**src/design/pmwl_pkg.sv**
```systemverilog
// Package with the shared codes, types and command structures of the waiter list.
package pmwl_pkg;

    localparam int IdW   = 32;
    localparam int PrioW = 6;

    typedef logic [2:0] t_status;
    typedef logic [1:0] t_action;
    typedef logic [1:0] t_owner;

    localparam logic    CMD_ADD    = 1'b0;
    localparam logic    CMD_REMOVE = 1'b1;

    localparam t_owner  OWN_NONE  = 2'd0;
    localparam t_owner  OWN_THIS  = 2'd1;

    localparam t_status ST_OK          = 3'd0;
    localparam t_status ST_OWNED_THIS  = 3'd1;
    localparam t_status ST_OWNED_OTHER = 3'd2;
    localparam t_status ST_LISTED      = 3'd3;
    localparam t_status ST_NOT_OWNED   = 3'd4;
    localparam t_status ST_NOT_LISTED  = 3'd5;
    localparam t_status ST_FULL        = 3'd6;

    localparam t_action ACT_NONE  = 2'd0;
    localparam t_action ACT_SET   = 2'd1;
    localparam t_action ACT_CLEAR = 2'd2;

    typedef enum logic [1:0] {
        OP_NONE,
        OP_INSERT,
        OP_DELETE
    } t_dp_op;

    typedef struct packed {
        logic   load;
        logic   cmp;
        logic   scan;
        t_dp_op op;
    } t_dp_ctrl;

    typedef struct packed {
        logic   command;
        t_owner owner;
        logic   found;
        logic   full;
    } t_dp_stat;

endpackage

```
**src/design/priority_mutex_waiter_list_top.sv**
```systemverilog
// Top level of the priority-ordered mutex waiter list.
//
// An add or remove item is taken at a rising edge where start is high and
// busy is low. The block then compares the waiter against every entry cell
// at once, forms the match prefix, applies the insert or delete shift and
// shows the result, in the compare, scan, update and response states. The
// result appears on the o_ ports for exactly one cycle, marked by o_done,
// in the response state; it is registered at the edge leaving update.
// Busy stays high from the accepting edge until the cycle after o_done, so
// no new item is taken before the last one is through; the compare, prefix
// scan, update and result states and one idle state lie before the next accept.
// The result holds the status, the owner mark action, the head entry and
// the count of waiters after the command has been applied.
// A synchronous low reset empties the list and returns the sequencer to
// idle; entry contents are not cleared and are never read before written.
// The receiver cannot stall, so every result is taken in its strobe cycle.
module priority_mutex_waiter_list_top #(
    parameter int MAX_WAITERS = 16
) (
    input  logic                        i_clk,
    input  logic                        i_rst_n,
    input  logic                        start,
    output logic                        busy,
    input  logic                        i_command,
    input  logic [pmwl_pkg::IdW-1:0]    i_waiter_id,
    input  logic [pmwl_pkg::PrioW-1:0]  i_waiter_priority,
    input  logic [1:0]                  i_waiter_owner,
    output logic                        o_done,
    output logic [2:0]                  o_status,
    output logic [1:0]                  o_owner_action,
    output logic                        o_head_valid,
    output logic [pmwl_pkg::IdW-1:0]    o_head_id,
    output logic [pmwl_pkg::PrioW-1:0]  o_head_priority,
    output logic [4:0]                  o_waiter_count
);

    pmwl_pkg::t_dp_ctrl ctrl;
    pmwl_pkg::t_dp_stat stat;

    pmwl_controller u_ctrl (
        .i_clk          (i_clk),
        .i_rst_n        (i_rst_n),
        .i_start        (start),
        .i_stat         (stat),
        .o_ctrl         (ctrl),
        .o_busy         (busy),
        .o_done         (o_done),
        .o_status       (o_status),
        .o_owner_action (o_owner_action)
    );

    pmwl_datapath #(
        .MAX_WAITERS (MAX_WAITERS)
    ) u_dp (
        .i_clk             (i_clk),
        .i_rst_n           (i_rst_n),
        .i_ctrl            (ctrl),
        .i_command         (i_command),
        .i_waiter_id       (i_waiter_id),
        .i_waiter_priority (i_waiter_priority),
        .i_waiter_owner    (i_waiter_owner),
        .o_stat            (stat),
        .o_head_valid      (o_head_valid),
        .o_head_id         (o_head_id),
        .o_head_priority   (o_head_priority),
        .o_waiter_count    (o_waiter_count)
    );

endmodule

```
**src/design/pmwl_datapath.sv**
```systemverilog
// Datapath of the waiter list: a row of entry cells with per-cell compare and shift.
module pmwl_datapath #(
    parameter int MAX_WAITERS = 16
) (
    input  logic                            i_clk,
    input  logic                            i_rst_n,
    input  pmwl_pkg::t_dp_ctrl              i_ctrl,
    input  logic                            i_command,
    input  logic [pmwl_pkg::IdW-1:0]        i_waiter_id,
    input  logic [pmwl_pkg::PrioW-1:0]      i_waiter_priority,
    input  pmwl_pkg::t_owner                i_waiter_owner,
    output pmwl_pkg::t_dp_stat              o_stat,
    output logic                            o_head_valid,
    output logic [pmwl_pkg::IdW-1:0]        o_head_id,
    output logic [pmwl_pkg::PrioW-1:0]      o_head_priority,
    output logic [4:0]                      o_waiter_count
);

    localparam int N  = MAX_WAITERS;
    localparam int CW = $clog2(MAX_WAITERS + 1);

    logic                         r_cmd;
    logic [pmwl_pkg::IdW-1:0]     r_id;
    logic [pmwl_pkg::PrioW-1:0]   r_prio;
    pmwl_pkg::t_owner             r_owner;
    logic [pmwl_pkg::IdW-1:0]     r_ids [N];
    logic [pmwl_pkg::PrioW-1:0]   r_pris [N];
    logic [CW-1:0]                r_count;
    logic [N-1:0]                 r_match;
    logic [N-1:0]                 r_gep;
    logic [N-1:0]                 r_pre;
    logic                         r_found;
    logic [N-1:0]                 n_pre;
    logic [N-1:0]                 valid;

    always_comb begin
        for (int i = 0; i < N; i++) begin
            valid[i] = CW'(i) < r_count;
        end
    end

    always_comb begin
        n_pre = r_match;
        for (int d = 1; d < N; d = d * 2) begin
            n_pre = n_pre | (n_pre << d);
        end
    end

    always_ff @(posedge i_clk) begin
        if (i_ctrl.load) begin
            r_cmd   <= i_command;
            r_id    <= i_waiter_id;
            r_prio  <= i_waiter_priority;
            r_owner <= i_waiter_owner;
        end
        if (i_ctrl.cmp) begin
            for (int i = 0; i < N; i++) begin
                r_match[i] <= valid[i] && (r_ids[i] == r_id);
                r_gep[i]   <= !valid[i] || (r_prio > r_pris[i]);
            end
        end
        if (i_ctrl.scan) begin
            r_pre   <= n_pre;
            r_found <= n_pre[N-1];
        end
        case (i_ctrl.op)
            pmwl_pkg::OP_INSERT: begin
                if (r_gep[0]) begin
                    r_ids[0]  <= r_id;
                    r_pris[0] <= r_prio;
                end
                for (int i = 1; i < N; i++) begin
                    if (r_gep[i-1]) begin
                        r_ids[i]  <= r_ids[i-1];
                        r_pris[i] <= r_pris[i-1];
                    end else if (r_gep[i]) begin
                        r_ids[i]  <= r_id;
                        r_pris[i] <= r_prio;
                    end
                end
            end
            pmwl_pkg::OP_DELETE: begin
                for (int i = 0; i < N - 1; i++) begin
                    if (r_pre[i]) begin
                        r_ids[i]  <= r_ids[i+1];
                        r_pris[i] <= r_pris[i+1];
                    end
                end
            end
            default: begin
            end
        endcase
    end

    always_ff @(posedge i_clk) begin
        if (!i_rst_n) begin
            r_count <= '0;
        end else begin
            case (i_ctrl.op)
                pmwl_pkg::OP_INSERT: r_count <= r_count + CW'(1);
                pmwl_pkg::OP_DELETE: r_count <= r_count - CW'(1);
                default:             r_count <= r_count;
            endcase
        end
    end

    assign o_stat.command  = r_cmd;
    assign o_stat.owner    = r_owner;
    assign o_stat.found    = r_found;
    assign o_stat.full     = (r_count == CW'(N));

    assign o_head_valid    = (r_count != '0);
    assign o_head_id       = o_head_valid ? r_ids[0] : '0;
    assign o_head_priority = o_head_valid ? r_pris[0] : '0;

    generate
        if (CW >= 5) begin : g_cnt_wide
            assign o_waiter_count = r_count[4:0];
        end else begin : g_cnt_narrow
            assign o_waiter_count = 5'(r_count);
        end
    endgenerate

endmodule

```
**src/design/pmwl_controller.sv**
```systemverilog
// Controller state machine that sequences compare, scan and update for each item.
module pmwl_controller (
    input  logic                 i_clk,
    input  logic                 i_rst_n,
    input  logic                 i_start,
    input  pmwl_pkg::t_dp_stat   i_stat,
    output pmwl_pkg::t_dp_ctrl   o_ctrl,
    output logic                 o_busy,
    output logic                 o_done,
    output pmwl_pkg::t_status    o_status,
    output pmwl_pkg::t_action    o_owner_action
);

    typedef enum logic [2:0] {
        S_IDLE,
        S_CMP,
        S_SCAN,
        S_UPD,
        S_RESP
    } t_state;

    t_state              r_state;
    logic                r_busy;
    logic                r_done;
    pmwl_pkg::t_status   r_status;
    pmwl_pkg::t_action   r_action;
    pmwl_pkg::t_status   n_status;
    pmwl_pkg::t_action   n_action;
    pmwl_pkg::t_dp_op    n_op;

    always_comb begin
        n_status = pmwl_pkg::ST_OK;
        n_action = pmwl_pkg::ACT_NONE;
        n_op     = pmwl_pkg::OP_NONE;
        if (i_stat.command == pmwl_pkg::CMD_ADD) begin
            if (i_stat.owner == pmwl_pkg::OWN_THIS) begin
                n_status = pmwl_pkg::ST_OWNED_THIS;
            end else if (i_stat.owner != pmwl_pkg::OWN_NONE) begin
                n_status = pmwl_pkg::ST_OWNED_OTHER;
            end else if (i_stat.found) begin
                n_status = pmwl_pkg::ST_LISTED;
            end else if (i_stat.full) begin
                n_status = pmwl_pkg::ST_FULL;
            end else begin
                n_action = pmwl_pkg::ACT_SET;
                n_op     = pmwl_pkg::OP_INSERT;
            end
        end else begin
            if (i_stat.owner != pmwl_pkg::OWN_THIS) begin
                n_status = pmwl_pkg::ST_NOT_OWNED;
            end else if (!i_stat.found) begin
                n_status = pmwl_pkg::ST_NOT_LISTED;
            end else begin
                n_action = pmwl_pkg::ACT_CLEAR;
                n_op     = pmwl_pkg::OP_DELETE;
            end
        end
    end

    always_ff @(posedge i_clk) begin
        if (!i_rst_n) begin
            r_state <= S_IDLE;
            r_busy  <= 1'b0;
            r_done  <= 1'b0;
        end else begin
            r_done <= 1'b0;
            case (r_state)
                S_IDLE: begin
                    if (i_start) begin
                        r_state <= S_CMP;
                        r_busy  <= 1'b1;
                    end
                end
                S_CMP: begin
                    r_state <= S_SCAN;
                end
                S_SCAN: begin
                    r_state <= S_UPD;
                end
                S_UPD: begin
                    r_state  <= S_RESP;
                    r_done   <= 1'b1;
                    r_status <= n_status;
                    r_action <= n_action;
                end
                S_RESP: begin
                    r_state <= S_IDLE;
                    r_busy  <= 1'b0;
                end
                default: begin
                    r_state <= S_IDLE;
                    r_busy  <= 1'b0;
                end
            endcase
        end
    end

    assign o_ctrl.load = (r_state == S_IDLE) && i_start;
    assign o_ctrl.cmp  = (r_state == S_CMP);
    assign o_ctrl.scan = (r_state == S_SCAN);
    assign o_ctrl.op   = (r_state == S_UPD) ? n_op : pmwl_pkg::OP_NONE;

    assign o_busy         = r_busy;
    assign o_done         = r_done;
    assign o_status       = r_status;
    assign o_owner_action = r_action;

endmodule

```
**config.mk**
```make
export PLATFORM = sky130hd
export DESIGN_NAME = priority_mutex_waiter_list_top
export DESIGN_NICKNAME = d
export VERILOG_FILES = /design/src/design/pmwl_pkg.sv /design/src/design/priority_mutex_waiter_list_top.sv /design/src/design/pmwl_datapath.sv /design/src/design/pmwl_controller.sv
export SDC_FILE = /design/constraint.sdc
export NUM_CORES = 2
export LEC_CHECK = 0
export ABC_AREA = 1
export BUFFER_PORTS_ARGS = -buffer_cell sky130_fd_sc_hd__buf_2
export CAP_MARGIN = 30
export CORE_MARGIN = 3
export CORE_UTILIZATION = 60
export CTS_BUF_LIST = sky130_fd_sc_hd__clkbuf_16
export DETAILED_ROUTE_END_ITERATION = 8
export PLACE_DENSITY_LB_ADDON = 0.3
export SKIP_LAST_GASP = 1
export SYNTH_ARGS = -nofsm -noshare
export SYNTH_HDL_FRONTEND = slang
export SYNTH_HIERARCHICAL = 1
export SYNTH_SLANG_ARGS = --single-unit
```
**constraint.sdc**
```tcl
create_clock -name i_clk -period 6 [get_ports i_clk]
set_input_delay 0.3 -clock i_clk [delete_from_list [all_inputs] [get_ports i_clk]]
set_output_delay 0.3 -clock i_clk [all_outputs]
set_load 0.01 [all_outputs]
```
### Yosys cells after proc, flatten, opt, wreduce, memory -nomap -nowiden

Memory sizes are Yosys's and may differ from the RTL's.
Index checks and enable logic that the tools add are counted.
W data, S select, Z words.

* flip-flop bits (word level): 104
* output and inout bits: 51
* memory bits (writable): 608
* input bits: 44
* bits in read-only memories: 0
* memories: 2
* latch bits: 0
* word-level logic and storage cells: 415

* equal/unequal tests: 25
* add/subtract/negate cells: 2
* reductions and logical operators: 56
* bitwise gates (word level): 65
* div/mod/pow operators: 0
* $lt $le $gt $ge: 32
* shift-type cells: 0
* multipliers: 0
* muxes and demuxes: 219

Memory list
* u_dp.r_ids: depth 16, bits a word 32, read ports 16, clocked after memory_dff 0, wr ports 16, line pmwl_datapath.sv:26 `logic [pmwl_pkg::IdW-1:0] r_ids [N];`
* u_dp.r_pris: depth 16, bits a word 6, read ports 16, clocked after memory_dff 0, wr ports 16, line pmwl_datapath.sv:27 `logic [pmwl_pkg::PrioW-1:0] r_pris [N];`

Operators with widths (number)
* $mux W32: 31
* $eq A32 B32 Y1: 16
* $mux W6: 31
* $mux W1: 139
* $gt A6 B6 Y1: 16
* $or A16 B16 Y16: 4
* $or A1 B1 Y1: 60
* $lt A4 B5 Y1 const A: 8
* $mux W3: 8
* $lt A3 B5 Y1 const A: 4
* $logic_and A1 B1 Y1: 17
* $logic_not A1 Y1: 16
* $logic_or A1 B1 Y1: 16
* $mux W2: 7
* $pmux W3 S4: 1
* $lt A1 B5 Y1 const A: 2
* $lt A2 B5 Y1 const A: 2
* $pmux W5 S2: 1
* $eq A3 B2 Y1 const B: 2
* $add A5 B1 Y5 const B: 1
* $eq A5 B5 Y1 const B: 1
* $reduce_bool A5 Y1: 1
* $sub A5 B1 Y5 const B: 1
* $eq A2 B1 Y1 const B: 2
* 10 further kinds: 12

### Logic depth before layout (Yosys ltp)

* word-level depth: 12
* mapped depth: 19
* depth with buffers taken out: 16

### Hierarchy

Netlist, hierarchy kept.

Modules (own cells, without submodules)
* pmwl_datapath: instances 1, cells an instance 6105, sequential area each 21030.2 um^2, area an instance 45536.2 um^2
* pmwl_controller: instances 1, cells an instance 47, sequential area each 250.2 um^2, area an instance 432.9 um^2

### Least setup slack after synthesis

OpenSTA, ideal clock, no wires.

* path type: register to register
* start point: register u_dp.r_count[0], in the netlist u_dp/o_waiter_count[0]
* end point: memory u_dp/r_ids[0][0] (netlist name) (enable)
* required time: 5.514 ns
* path buffers: 2
* library setup time: 0.486 ns
* slack: 0.528 ns
* cell stages (with the launch flop): 17
* arrival: 4.986 ns
* period minus slack after synthesis: 5.472 ns
* path through: dfxtp_1 > inv_1 > ha_1 > nand3_1 > nor2_1 > nor2_1 > nand2_1 > nor3_2 > inv_1 > ha_1 > buf_2 > o21ai_0 > nand2_1 > nor2_2 > nand2_4 > clkbuf_1 > o21ai_0

RTL lines
* from (decl): line pmwl_datapath.sv:28 `logic [CW-1:0] r_count;`
* from (signal assigned): line pmwl_datapath.sv:100 `pmwl_pkg::OP_INSERT: r_count <= r_count + CW'(1);`
* from (signal assigned): line pmwl_datapath.sv:101 `pmwl_pkg::OP_DELETE: r_count <= r_count - CW'(1);`
* from (signal assigned): line pmwl_datapath.sv:102 `default: r_count <= r_count;`
* to (decl): line pmwl_datapath.sv:26

==> summary.md <==
| Metric | Value |
|---|---|
| Largest net degree at the start of global routing | `234` |
| Syn_area_per_cell | `7.47 µm²` |
| Area of the multi-input gates | `20900 µm²` |
| Max-cap viol count | `0` |
| Vias per inst | `5.98` |
| Crit path capture type | `flip-flop` |
| CTS root buffer | `clkbuf_16` |
| Final ANT Viol Nets | `0` |
| Drt total wl | `148 mm` |
| Ant. Diodes | `0` |
| Residual DRC | `0` |
| Worst Path Required | `6350 ps` |
| Relative max-transition margin | `10.3%` |
| Antenna violations before repair | `3` |
| Cell variety after synth | `41` |
| Port Buf Inserts | `94` |
| P&R area growth vs syn | `8.54%` |
| Via count | `42600` |
| Pwr Total | `11.6 mW` |
| Die W | `283 µm` |
| Latest clock arrival within the worst-skew pair | `630 ps` |
| Syn nets | `6297` |
| Maximum VDD drop | `0.283 mV` |
| Initial DRT Pass Iterations | `7` |
| Fill cells | `6362` |
| Least-Margin Pin Slew | `1340 ps` |
| Boundary Pins | `95` |
| Worst setup SP type | `flip-flop` |
| Die H | `283 µm` |
| Clock transition at path regs | `60 ps` |
| Leakage | `22.1 nW` |
| Gpl congestion | `0.996` |
| Yosys reg bits | `712` |
| Most frequent cells in the layout | `nand2_1 (2021), o21ai_0 (930), edfxtp_1 (702), inv_1 (550), nor2_1 (550)` |
| Register area | `21300 µm²` |
| Status | `finished clean` |
| Iteration-0 DRC Markers | `6201` |
| Post-Syn Area | `46000 µm²` |
| RSZ-0062 raised after global routing | `false` |
| Die area | `80000 µm²` |
| Final slew viol count | `0` |
| PD cells | `232 nW/µm²` |
| Dpl hpwl | `106 mm` |
| Synth area leader | `edfxtp_1` |
| Vias in the first global route | `38700` |
| Period utilization | `84.4%` |
| Global route overflow | `0` |
| Resize count post-CTS | `0` |
| WS Path Type | `flip-flop to flip-flop` |
| Design area | `49900 µm²` |
| Crit path time final | `5060 ps` |
| Commonest non-fill, non-tap cell in the layout | `nand2_1` |
| Hold WC Path Type | `primary input to flip-flop` |
| CTS sink count | `712` |
| Hold Violations, Final | `0` |
| Share of layout cells above drive strength 1 | `5.93%` |
| CTS buffer count | `81` |
| Area after DPL | `47000 µm²` |
| H-tree lvl count | `3` |
| Clock skew | `18.2 ps` |
| Post-synthesis sequential area ratio | `46.3%` |
| # setup viols final | `0` |
| Syn Inst Count | `6152` |
| Max frequency | `197 MHz` |
| Core ar. | `75200 µm²` |
| Finished Core Util | `66.3%` |
| Row count | `100` |
| Overall routing resource usage | `36.3%` |
| WL/cell | `20.7 µm` |
| Reg-to-reg slack, setup | `940 ps` |
| Worst-path fanout max | `70` |
| Top post-synthesis cells by area | `edfxtp_1 (46%), nand2_1 (17%), o21ai_0 (10%)` |
| First-pass GRT wire length | `224 mm` |
| Crit path arrival time | `5410 ps` |
| Layout net count | `6192` |
| Final Hold Slack | `27.1 ps` |
| CTS max path bufs | `3` |
| Yosys Warn Count | `6` |
| Final TNS setup | `0 ps` |
| CTS tree | `done` |
| Initial core utilization | `61.1%` |
| Share of the synthesized area in the top cell type | `45.9%` |
cell usage after synthesis:
cell and count:
nor3b_1 1, nand3_1 380, clkinv_1 5, o21ai_2 11, a31oi_1 1, inv_2 2
inv_1 536, xnor2_1 120, and3b_1 1, clkbuf_2 6, nand2_1 2027, nand3b_1 1
a21oi_1 41, or2_4 1, buf_6 9, buf_2 142, nand2_4 1, xor2_1 61
nand3_2 1, nor2_2 4, ha_1 101, nand4_1 13, nor2_1 554, a21oi_2 1
nor3_1 22, buf_4 6, nor3_2 2, o22ai_1 24, buf_1 17, o31ai_1 1
or3_1 1, a21o_1 4, o21a_1 1, or2_2 5, dfxtp_1 10, o21ai_0 941
o21ai_1 123, clkbuf_1 252, edfxtp_1 702, o211ai_1 15, or2_1 6
cell families after synthesis:
family                   share of synthesized area [%]
flip-flops                                        46.3
buffers and inverters                             8.56
adder cells (fa/ha/maj)                           2.75
XOR/XNOR                                          3.45
AO/OA/AOI/OAI                                     12.9
AND/OR/NAND/NOR                                   26.0
per-layer routing:
| metal | share of wire [%] | vias up | global-route usage (%) | wire, µm |
|---|---|---|---|---|
| li1 | - | 19900 | - | - |
| met1 | 38 | 19500 | 48.1 | 55900 |
| met2 | 44 | 2784 | 56.6 | 65500 |
| met3 | 11 | 448 | 4.66 | 15900 |
| met4 | 7.0 | 0 | 23.2 | 10400 |
| met5 | 0 | - | 0 | 0 |
worst max-delay path: stages, from the launching register on:
cell and delay (ps):
dfxtp_1 390, inv_1 160, ha_1 220, nand3_1 120, nor2_1 190, nor2_1 60
nand2_1 130, nor3_2 60, inv_1 60, ha_1 670, buf_4 400, o21ai_0 150
nand2_1 130, nor2_2 90, nand2_8 440, buf_4 590, buf_4 660, o21ai_0 170
state kept, by name, summed over array words and instances (netlist names):
signal / count
u_ctrl/r_state: 3
u_dp/r_id: 32
u_ctrl/o_status: 3
u_dp/r_owner: 2
u_ctrl/o_owner_action: 2
u_dp/r_pris: 96
u_dp/r_cmd: 1
u_dp/o_waiter_count: 5
u_dp/r_prio: 6
u_dp/r_pre: 15
u_dp/r_match: 16
u_ctrl/o_busy: 1
u_dp/r_gep: 16
u_dp/r_ids: 512
u_ctrl/o_done: 1
u_dp/r_found: 1
layout make-up:
type                            count  area share [%]
Sequential cell                   712            42.7
Inverter                          543            4.10
Clock inverter                     57           0.787
Clock buffer                       81            4.06
Timing Repair Buffer              244            3.85
Tap cell                         1020            2.56
Multi-Input combinational cell   4465            42.0
through the flow:
step	std cells	setup slack, ps
final	7122	936
after global routing	7122	634
after CTS	7120	1090
after detailed placement	6940	1130
after global placement	6931	1290
after floorplan	6152	528
report_power, final:
group | internal [mW] | leakage (nW) | switching [mW] | total (mW)
Clock | 2.68 | 1.26 | 2.00 | 4.68
Sequential | 5.52 | 6.42 | 0.0480 | 5.56
Combinational | 0.363 | 14.4 | 0.949 | 1.31
Total | 8.56 | 22.1 | 2.99 | 11.6
repair_timing:
action / in CTS / in global routing
hold buffers: 42 / 0
hold endpoints to repair: 46 / 0
buffers inserted: 0 / 0
path summary, 6_finish.rpt:
kind | startpoint | to | cells past startpoint
hold / removal | start | u_ctrl/r_state[0]$_SDFFE_PN0P_ | 5
setup reg to reg | u_dp/o_waiter_count[0]$_SDFFE_PN0P_ | u_dp/r_ids[0][15]$_DFFE_PP_ | 17
setup / recovery | u_dp/o_waiter_count[0]$_SDFFE_PN0P_ | u_dp/r_ids[0][15]$_DFFE_PP_ | 17
hold reg to reg | u_ctrl/o_busy$_SDFFE_PN0P_ | u_ctrl/o_busy$_SDFFE_PN0P_ | 2
Power figures use the tool's default switching activity.
